[src/rtl/mcpid_pkg.sv]
// ----------------------------------------------------------------------------
// Multi-channel position PID: shared package
// Types, constants and register codes used across the controller's files.
// ----------------------------------------------------------------------------
package mcpid_pkg;

	// Number of motor channels that carry state.
	localparam int CHANNELS   = 4;
	localparam int CHAN_IDX_W = (CHANNELS > 1) ? $clog2(CHANNELS) : 1;

	// Field widths fixed by the interface.
	localparam int CHAN_W    = 2;
	localparam int VAL_W     = 16;
	localparam int GAIN_W    = 16;
	localparam int INTEG_W   = 32;
	localparam int ERR_W     = VAL_W + 1;
	localparam int DIFF_W    = ERR_W + 1;
	localparam int CFG_IDX_W = 3;
	localparam int CFG_DAT_W = 32;

	// Product and sum widths.
	localparam int PROD_P_W = GAIN_W + ERR_W;
	localparam int PROD_I_W = GAIN_W + INTEG_W;
	localparam int PROD_D_W = GAIN_W + DIFF_W;
	localparam int SUM_W    = PROD_I_W + 2;
	localparam int RND_W    = SUM_W - 8 + 2;

	// Offset added to the control value to form the PWM value.
	localparam logic [VAL_W-1:0] PWM_OFFSET = 16'd500;

	// Configuration register indexes.
	typedef enum logic [CFG_IDX_W-1:0] {
		REG_GAIN_P         = 3'd0,
		REG_GAIN_I         = 3'd1,
		REG_GAIN_D         = 3'd2,
		REG_INTEGRAL_UPPER = 3'd3,
		REG_INTEGRAL_LOWER = 3'd4,
		REG_OUTPUT_UPPER   = 3'd5,
		REG_OUTPUT_LOWER   = 3'd6
	} cfg_reg_e;

	// Command codes of a step item.
	localparam logic CMD_STEP  = 1'b0;
	localparam logic CMD_CLEAR = 1'b1;

	typedef struct packed {
		logic                     cmd;
		logic [CHAN_W-1:0]        channel;
		logic signed [VAL_W-1:0]  target;
		logic signed [VAL_W-1:0]  measure;
	} step_t;

	typedef struct packed {
		logic [CHAN_W-1:0]        channel_out;
		logic signed [VAL_W-1:0]  control;
		logic [VAL_W-1:0]         pwm_value;
	} result_t;

	typedef struct packed {
		logic signed [GAIN_W-1:0]  gain_p;
		logic signed [GAIN_W-1:0]  gain_i;
		logic signed [GAIN_W-1:0]  gain_d;
		logic signed [INTEG_W-1:0] integral_upper;
		logic signed [INTEG_W-1:0] integral_lower;
		logic signed [VAL_W-1:0]   output_upper;
		logic signed [VAL_W-1:0]   output_lower;
	} cfg_t;

	// Terms of one item after the state update.
	typedef struct packed {
		logic                      zero;
		logic [CHAN_W-1:0]         channel;
		logic signed [ERR_W-1:0]   err;
		logic signed [INTEG_W-1:0] integ;
		logic signed [DIFF_W-1:0]  diff;
	} term_t;

	// Weighted terms of one item.
	typedef struct packed {
		logic                       zero;
		logic [CHAN_W-1:0]          channel;
		logic signed [PROD_P_W-1:0] prod_p;
		logic signed [PROD_I_W-1:0] prod_i;
		logic signed [PROD_D_W-1:0] prod_d;
	} prod_t;

endpackage

[src/rtl/mcpid_cfg.sv]
// ----------------------------------------------------------------------------
// Multi-channel position PID: configuration registers
// Holds the gains and clamp limits shared by all channels.
// ----------------------------------------------------------------------------
module mcpid_cfg (
	input  logic                          clk,
	input  logic                          arst_n,
	input  logic                          cfg_valid,
	input  logic [mcpid_pkg::CFG_IDX_W-1:0] cfg_index,
	input  logic [mcpid_pkg::CFG_DAT_W-1:0] cfg_data,
	output mcpid_pkg::cfg_t               cfg
);
	import mcpid_pkg::*;

	cfg_t cfg_q;

	// A write to an index beyond the list is dropped.
	always_ff @(posedge clk or negedge arst_n) begin
		if (!arst_n) begin
			cfg_q <= '0;
		end else if (cfg_valid) begin
			case (cfg_reg_e'(cfg_index))
				REG_GAIN_P:         cfg_q.gain_p         <= cfg_data[GAIN_W-1:0];
				REG_GAIN_I:         cfg_q.gain_i         <= cfg_data[GAIN_W-1:0];
				REG_GAIN_D:         cfg_q.gain_d         <= cfg_data[GAIN_W-1:0];
				REG_INTEGRAL_UPPER: cfg_q.integral_upper <= cfg_data[INTEG_W-1:0];
				REG_INTEGRAL_LOWER: cfg_q.integral_lower <= cfg_data[INTEG_W-1:0];
				REG_OUTPUT_UPPER:   cfg_q.output_upper   <= cfg_data[VAL_W-1:0];
				REG_OUTPUT_LOWER:   cfg_q.output_lower   <= cfg_data[VAL_W-1:0];
				default: begin
				end
			endcase
		end
	end

	assign cfg = cfg_q;

endmodule

[src/rtl/mcpid_state.sv]
// ----------------------------------------------------------------------------
// Multi-channel position PID: channel state
// Computes error, clamped integral and error difference for one item and
// updates the channel's stored integral and last error when the item moves on.
// ----------------------------------------------------------------------------
module mcpid_state (
	input  logic             clk,
	input  logic             arst_n,
	input  mcpid_pkg::step_t step,
	input  logic             update,
	input  mcpid_pkg::cfg_t  cfg,
	output mcpid_pkg::term_t term
);
	import mcpid_pkg::*;

	logic signed [INTEG_W-1:0] integ_q [CHANNELS];
	logic signed [ERR_W-1:0]   last_q  [CHANNELS];

	logic [CHAN_IDX_W-1:0]     idx;
	logic                      in_range;
	logic signed [INTEG_W-1:0] cur_integ;
	logic signed [ERR_W-1:0]   cur_last;
	logic signed [ERR_W-1:0]   err;
	logic signed [INTEG_W:0]   integ_sum;
	logic signed [INTEG_W:0]   integ_clamped;
	logic signed [DIFF_W-1:0]  diff;

	assign idx      = CHAN_IDX_W'(step.channel);
	assign in_range = (32'(step.channel) < CHANNELS);

	// Read the channel's state; a channel without state reads as zero.
	always_comb begin
		cur_integ = '0;
		cur_last  = '0;
		if (in_range) begin
			cur_integ = integ_q[idx];
			cur_last  = last_q[idx];
		end
	end

	// Error, integral with anti-windup clamp, and derivative difference.
	// The upper clamp goes first so that the lower limit wins when crossed.
	always_comb begin
		err = ERR_W'(step.target) - ERR_W'(step.measure);
		integ_sum = (INTEG_W+1)'(cur_integ) + (INTEG_W+1)'(err);
		integ_clamped = integ_sum;
		if (integ_clamped > (INTEG_W+1)'(cfg.integral_upper)) begin
			integ_clamped = (INTEG_W+1)'(cfg.integral_upper);
		end
		if (integ_clamped < (INTEG_W+1)'(cfg.integral_lower)) begin
			integ_clamped = (INTEG_W+1)'(cfg.integral_lower);
		end
		diff = DIFF_W'(err) - DIFF_W'(cur_last);
	end

	always_comb begin
		term.zero    = (step.cmd == CMD_CLEAR) || !in_range;
		term.channel = step.channel;
		term.err     = err;
		term.integ   = integ_clamped[INTEG_W-1:0];
		term.diff    = diff;
	end

	// Read-modify-write of the channel state as the item leaves this stage.
	always_ff @(posedge clk or negedge arst_n) begin
		if (!arst_n) begin
			for (int i = 0; i < CHANNELS; i++) begin
				integ_q[i] <= '0;
				last_q[i]  <= '0;
			end
		end else if (update && in_range) begin
			if (step.cmd == CMD_CLEAR) begin
				integ_q[idx] <= '0;
				last_q[idx]  <= '0;
			end else begin
				integ_q[idx] <= integ_clamped[INTEG_W-1:0];
				last_q[idx]  <= err;
			end
		end
	end

endmodule

[src/rtl/mcpid_mul.sv]
// ----------------------------------------------------------------------------
// Multi-channel position PID: gain multipliers
// Weights the error, integral and error difference by their Q8.8 gains.
// ----------------------------------------------------------------------------
module mcpid_mul (
	input  mcpid_pkg::term_t term,
	input  mcpid_pkg::cfg_t  cfg,
	output mcpid_pkg::prod_t prod
);
	import mcpid_pkg::*;

	// Three independent signed multiplies, side by side.
	always_comb begin
		prod.zero    = term.zero;
		prod.channel = term.channel;
		prod.prod_p  = PROD_P_W'(cfg.gain_p) * PROD_P_W'(term.err);
		prod.prod_i  = PROD_I_W'(cfg.gain_i) * PROD_I_W'(term.integ);
		prod.prod_d  = PROD_D_W'(cfg.gain_d) * PROD_D_W'(term.diff);
	end

endmodule

[src/rtl/mcpid_out.sv]
// ----------------------------------------------------------------------------
// Multi-channel position PID: output stage
// Sums the weighted terms, rounds from Q8.8, clamps and forms the PWM value.
// ----------------------------------------------------------------------------
module mcpid_out (
	input  mcpid_pkg::prod_t   prod,
	input  mcpid_pkg::cfg_t    cfg,
	output mcpid_pkg::result_t result
);
	import mcpid_pkg::*;

	logic signed [SUM_W-1:0] sum;
	logic [SUM_W-1:0]        mag;
	logic [SUM_W:0]          mag_rnd;
	logic [RND_W-1:0]        rnd_mag;
	logic signed [RND_W-1:0] rnd;
	logic signed [RND_W-1:0] clamped;
	logic signed [VAL_W-1:0] control;

	// Sum and round to nearest, halves away from zero.
	always_comb begin
		sum = SUM_W'(prod.prod_p) + SUM_W'(prod.prod_i) + SUM_W'(prod.prod_d);
		mag = sum[SUM_W-1] ? SUM_W'(-sum) : SUM_W'(sum);
		mag_rnd = (SUM_W+1)'(mag) + (SUM_W+1)'(128);
		rnd_mag = RND_W'(mag_rnd >> 8);
		rnd = sum[SUM_W-1] ? -$signed(rnd_mag) : $signed(rnd_mag);
	end

	// Output clamp; the lower limit wins when the limits are crossed.
	always_comb begin
		clamped = rnd;
		if (clamped > RND_W'(cfg.output_upper)) begin
			clamped = RND_W'(cfg.output_upper);
		end
		if (clamped < RND_W'(cfg.output_lower)) begin
			clamped = RND_W'(cfg.output_lower);
		end
		control = prod.zero ? '0 : clamped[VAL_W-1:0];
	end

	always_comb begin
		result.channel_out = prod.channel;
		result.control     = control;
		result.pwm_value   = VAL_W'(control) + PWM_OFFSET;
	end

endmodule

[src/rtl/multi_channel_position_pid.sv]
// ----------------------------------------------------------------------------
// Multi-channel position PID controller
// Positional PID with anti-windup clamp for several motor channels.
// ----------------------------------------------------------------------------
// The controller takes one item per clock cycle while step_stall is low and
// gives one result for each, in order. The items pass an input register, a
// state stage where the channel's integral and last error are read and
// rewritten in the same cycle, a multiplier stage and an output register;
// because the state update finishes in one stage, items for the same channel
// may follow one another in consecutive cycles. Each stage moves on whenever
// the stage after it is empty or moving, so a result held by stall does not
// stop items already behind it from closing up. Configuration writes are
// always ready and should be made while no item is in flight.
// ----------------------------------------------------------------------------
module multi_channel_position_pid (
	input  logic                            clk,
	input  logic                            arst_n,
	input  logic                            step_valid,
	output logic                            step_stall,
	input  mcpid_pkg::step_t                step,
	output logic                            result_valid,
	input  logic                            result_stall,
	output mcpid_pkg::result_t              result,
	input  logic                            cfg_valid,
	output logic                            cfg_ready,
	input  logic [mcpid_pkg::CFG_IDX_W-1:0] cfg_index,
	input  logic [mcpid_pkg::CFG_DAT_W-1:0] cfg_data
);
	import mcpid_pkg::*;

	cfg_t    cfg;
	step_t   step_s1;
	term_t   term;
	term_t   term_s2;
	prod_t   prod;
	prod_t   prod_s3;
	result_t res;
	result_t result_q;

	logic valid_s1, valid_s2, valid_s3, result_valid_q;
	logic rdy_out, rdy_s3, rdy_s2, rdy_s1;

	// Each stage can take an item when empty or when its item moves on.
	assign rdy_out = !result_valid_q || !result_stall;
	assign rdy_s3  = !valid_s3 || rdy_out;
	assign rdy_s2  = !valid_s2 || rdy_s3;
	assign rdy_s1  = !valid_s1 || rdy_s2;

	assign step_stall = !rdy_s1;
	assign cfg_ready  = 1'b1;

	mcpid_cfg u_cfg (
		.clk       (clk),
		.arst_n    (arst_n),
		.cfg_valid (cfg_valid),
		.cfg_index (cfg_index),
		.cfg_data  (cfg_data),
		.cfg       (cfg)
	);

	mcpid_state u_state (
		.clk    (clk),
		.arst_n (arst_n),
		.step   (step_s1),
		.update (valid_s1 && rdy_s2),
		.cfg    (cfg),
		.term   (term)
	);

	mcpid_mul u_mul (
		.term (term_s2),
		.cfg  (cfg),
		.prod (prod)
	);

	mcpid_out u_out (
		.prod   (prod_s3),
		.cfg    (cfg),
		.result (res)
	);

	// Valid bits of the pipeline.
	always_ff @(posedge clk or negedge arst_n) begin
		if (!arst_n) begin
			valid_s1       <= 1'b0;
			valid_s2       <= 1'b0;
			valid_s3       <= 1'b0;
			result_valid_q <= 1'b0;
		end else begin
			if (rdy_s1) begin
				valid_s1 <= step_valid;
			end
			if (rdy_s2) begin
				valid_s2 <= valid_s1;
			end
			if (rdy_s3) begin
				valid_s3 <= valid_s2;
			end
			if (rdy_out) begin
				result_valid_q <= valid_s3;
			end
		end
	end

	// Payload registers load only when their stage takes a new item.
	always_ff @(posedge clk) begin
		if (rdy_s1 && step_valid) begin
			step_s1 <= step;
		end
		if (rdy_s2 && valid_s1) begin
			term_s2 <= term;
		end
		if (rdy_s3 && valid_s2) begin
			prod_s3 <= prod;
		end
		if (rdy_out && valid_s3) begin
			result_q <= res;
		end
	end

	assign result_valid = result_valid_q;
	assign result       = result_q;

endmodule

[config.mk]
export PLATFORM = sky130hd
export DESIGN_NAME = multi_channel_position_pid
export DESIGN_NICKNAME = d
export VERILOG_FILES = /design/src/rtl/mcpid_pkg.sv /design/src/rtl/mcpid_cfg.sv /design/src/rtl/mcpid_state.sv /design/src/rtl/mcpid_mul.sv /design/src/rtl/mcpid_out.sv /design/src/rtl/multi_channel_position_pid.sv
export SDC_FILE = /design/constraint.sdc
export NUM_CORES = 2
export LEC_CHECK = 0
export ABC_CLOCK_PERIOD_IN_PS = 16000
export BUFFER_PORTS_ARGS = -buffer_cell sky130_fd_sc_hd__buf_2
export CAP_MARGIN = 20
export CORE_MARGIN = 2
export CORE_UTILIZATION = 60
export DETAILED_ROUTE_END_ITERATION = 8
export HOLD_SLACK_MARGIN = 0.08
export PLACE_DENSITY = 0.87
export SYNTH_ARGS = -nofsm -noshare
export SYNTH_HDL_FRONTEND = slang
export SYNTH_SLANG_ARGS = --single-unit
[constraint.sdc]
create_clock -name clk -period 16 [get_ports clk]
set_clock_uncertainty 0.1 [all_clocks]
set_input_delay 4 -clock clk [delete_from_list [all_inputs] [get_ports clk]]
set_output_delay 4 -clock clk [all_outputs]
set_load 0.005 [all_outputs]
==> impl_metrics.toml <==
[clock_tree]
clockBufferDepth = 3
cts_htree_levels = 2
cts_made_buffers = 61
cts_tree = "yes"
cts.reportedPaths.clkPinSlew_ps = 70
clock_sinks = 599
cts_root_buf = "clkbuf_16"
insertion_delay_ps = 710

[place]
routabilityCongestion = 0.973
port_buffers = 110
hpwl_um = 155000

[grt]
grt_pass1_vias = 61600
grt.met1_usage = 0.396
busiest_layer = "met2"
grt.met3_usage = 0.0715
overflow = 0
grt_first_pass_wirelength_um = 326000
grt.total_usage = 0.314
globalRouteMet2Util = 0.509
grt_max_degree = 163
antenna_found_initial = 19

[setup_path]
end_kind = "register"
cpMostUsedCell = "ha_1"
startpoint_type = "register"
cpPeakStageDelay_ps = 630
critPathTopFamily = "simple AND/OR/NAND/NOR gates"
crit_buf_inv = 2
cpMaxStageDelayCell = "or4_1"
critPathArrivalTime_ps = 15180
worstSetupPathType = "reg2reg"
path_max_fanout = 12
required_ps = 16310

[finish]
seqCellArea_um2 = 16300
layout.nets = 9530
drive_above_1_share = 0.0863
final_common_cell = "inv_1"
mostFrequentLayoutCells = "inv_1 (1,300), fa_1 (1,104), nand2_1 (976)"
area_delta_synth_final_pct = 5.80
multi_input_area_um2 = 54400
fillCellCount = 9420

[detailed_routing]
routed_wl_um = 202000
ant_nets = 0
first_iter_violations = 5454
wl_per_cell_um = 21.2
vias_per_cell = 6.07
vias = 57800
drc = 0
dr.pass1.iters = 8

[timing]
drv_slew = 0
tightest_slew_ps = 1120
fmax_ghz = 0.0673
setup_viol = 0
period_share = 0.929
totalNegativeSetupSlack_ps = 0
hold_violations = 0
relSlewSlack = 0.249
period_needed_ps = 14870
rsz0062_at_grt = "no"

[synth]
synthCells = 7864
avgSynthCellArea_um2 = 9.75
synth_seq_area_share = 0.212
yosysUniqueCellTypes = 117
synth_nets = 9595
synth-seq-cells = 599
syn_area_um2 = 76600
synth_warnings = 0
synth_edf_count = 255
synthFlopType = "dfrtp_1"
synthArstFlopShare = 0.574

[run]
drv_cap = 0

[min_path]
hold_class = "reg2reg"

[floorplanning]
dieArea_um2 = 131000
core-area_um2 = 127000
fp.dieW_um = 361
die_h_um = 361
initial_core_util = 0.603
io_pins = 112
rows = 131

[status]
outcome = "completed"
==> area by class of cell <==
class	instances	share of cell area
multi-input cells	5647	0.671
flip-flops and latches	599	0.201
inverters	1301	0.0602
well taps	1662	0.0256
clock buffers	87	0.0223
repair buffers	189	0.0157
clock inverters	29	0.00451
diodes	6	0.000185
==> cells by family (layout without fill, tap and decap cells) <==
kind of cell               after synthesis  after routing  share of synthesized area
muxes                                  319            319                     0.0537
DFF                                    599            599                      0.212
and+or+nand+nor                       2265           2265                      0.145
AOI/OAI and AO/OA                     1105           1105                     0.0957
xor gates and xnor gates               301            301                     0.0347
adders and majority gates             1656           1656                      0.379
other                                    1              7                  0.0000489
buffers and inverters                 1618           1606                     0.0797
==> synthesized netlist by cell type, types with 43 or more instances <==
cell type	instances	area, µm²
mux2_2	237	2670
nand4_1	51	319
xnor2_1	239	2090
inv_1	1301	4880
nor2b_1	62	388
nor2_1	259	972
edfxtp_1	255	7660
and3_1	43	269
dfrtp_1	344	8610
a21oi_1	241	1210
o21a_1	55	413
xor2_1	59	517
nand2b_1	115	719
o21ai_0	304	1520
ha_1	552	6910
and2_1	409	2560
clkbuf_1	287	1080
fa_1	1104	22100
nor3_1	89	445
a21o_1	88	661
mux4_2	50	1130
nand2_1	979	3670
nand3_1	80	400
o31ai_1	47	353
==> metrics by stage <==
stage | utilization | cell area [µm²] | std cells | hold WS [ps] | setup WS (ps)
global route | 0.637 | 81100 | 9517 | 325 | 63.0
finish | 0.637 | 81100 | 9520 | 320 | 1130
floorplan | - | 76600 | 7864 | 300 | 22.6
global placement | 0.619 | 78700 | 9390 | 310 | 996
CTS | 0.636 | 80900 | 9508 | 323 | 635
detailed placement | 0.619 | 78700 | 9392 | 307 | 769
==> timing repair <==
action / CTS / global route
buffers inserted: 0 / 0
resized for setup: 0 / 6
hold endpoints to repair: 0 / 0
hold buffers: 0 / 0
endpoints found under the setup margin: 0 / 9
==> worst paths after layout <==
| path | slack [ps] | cells after the start | startpoint | to |
|---|---|---|---|---|
| max | 1130 | 52 | prod_s3[1]$_DFFE_PP_ | result[14]$_DFFE_PP_ |
| min | 320 | 0 | prod_s3[115]$_DFFE_PP_ | result[32]$_DFFE_PP_ |
| max reg2reg | 1130 | 52 | prod_s3[1]$_DFFE_PP_ | result[14]$_DFFE_PP_ |
| min reg2reg | 320 | 0 | prod_s3[115]$_DFFE_PP_ | result[32]$_DFFE_PP_ |
| max in group asynchronous | 10880 | 2 | arst_n | u_cfg.cfg[14]$_DFFE_PN0P_ |
| min in group asynchronous | 3260 | 1 | arst_n | u_cfg.cfg[59]$_DFFE_PN0P_ |
==> metal layers <==
metal	wire (µm)	vias up
li1	-	25500
met2	93600	3037
met3	20600	765
met5	69	-
met4	12300	10
met1	75400	28500
==> sequential cells by signal (all words and copies together), names as in the netlist, 32 cells and up <==
name,flops
prod_s3,118
u_state.integ_q,128
u_cfg.cfg,144
step_s1,35
u_state.last_q,68
term_s2,70
result,32
Power is not shown: default switching activity piles up to over one toggle a cycle in this logic, so the estimate is an artifact.
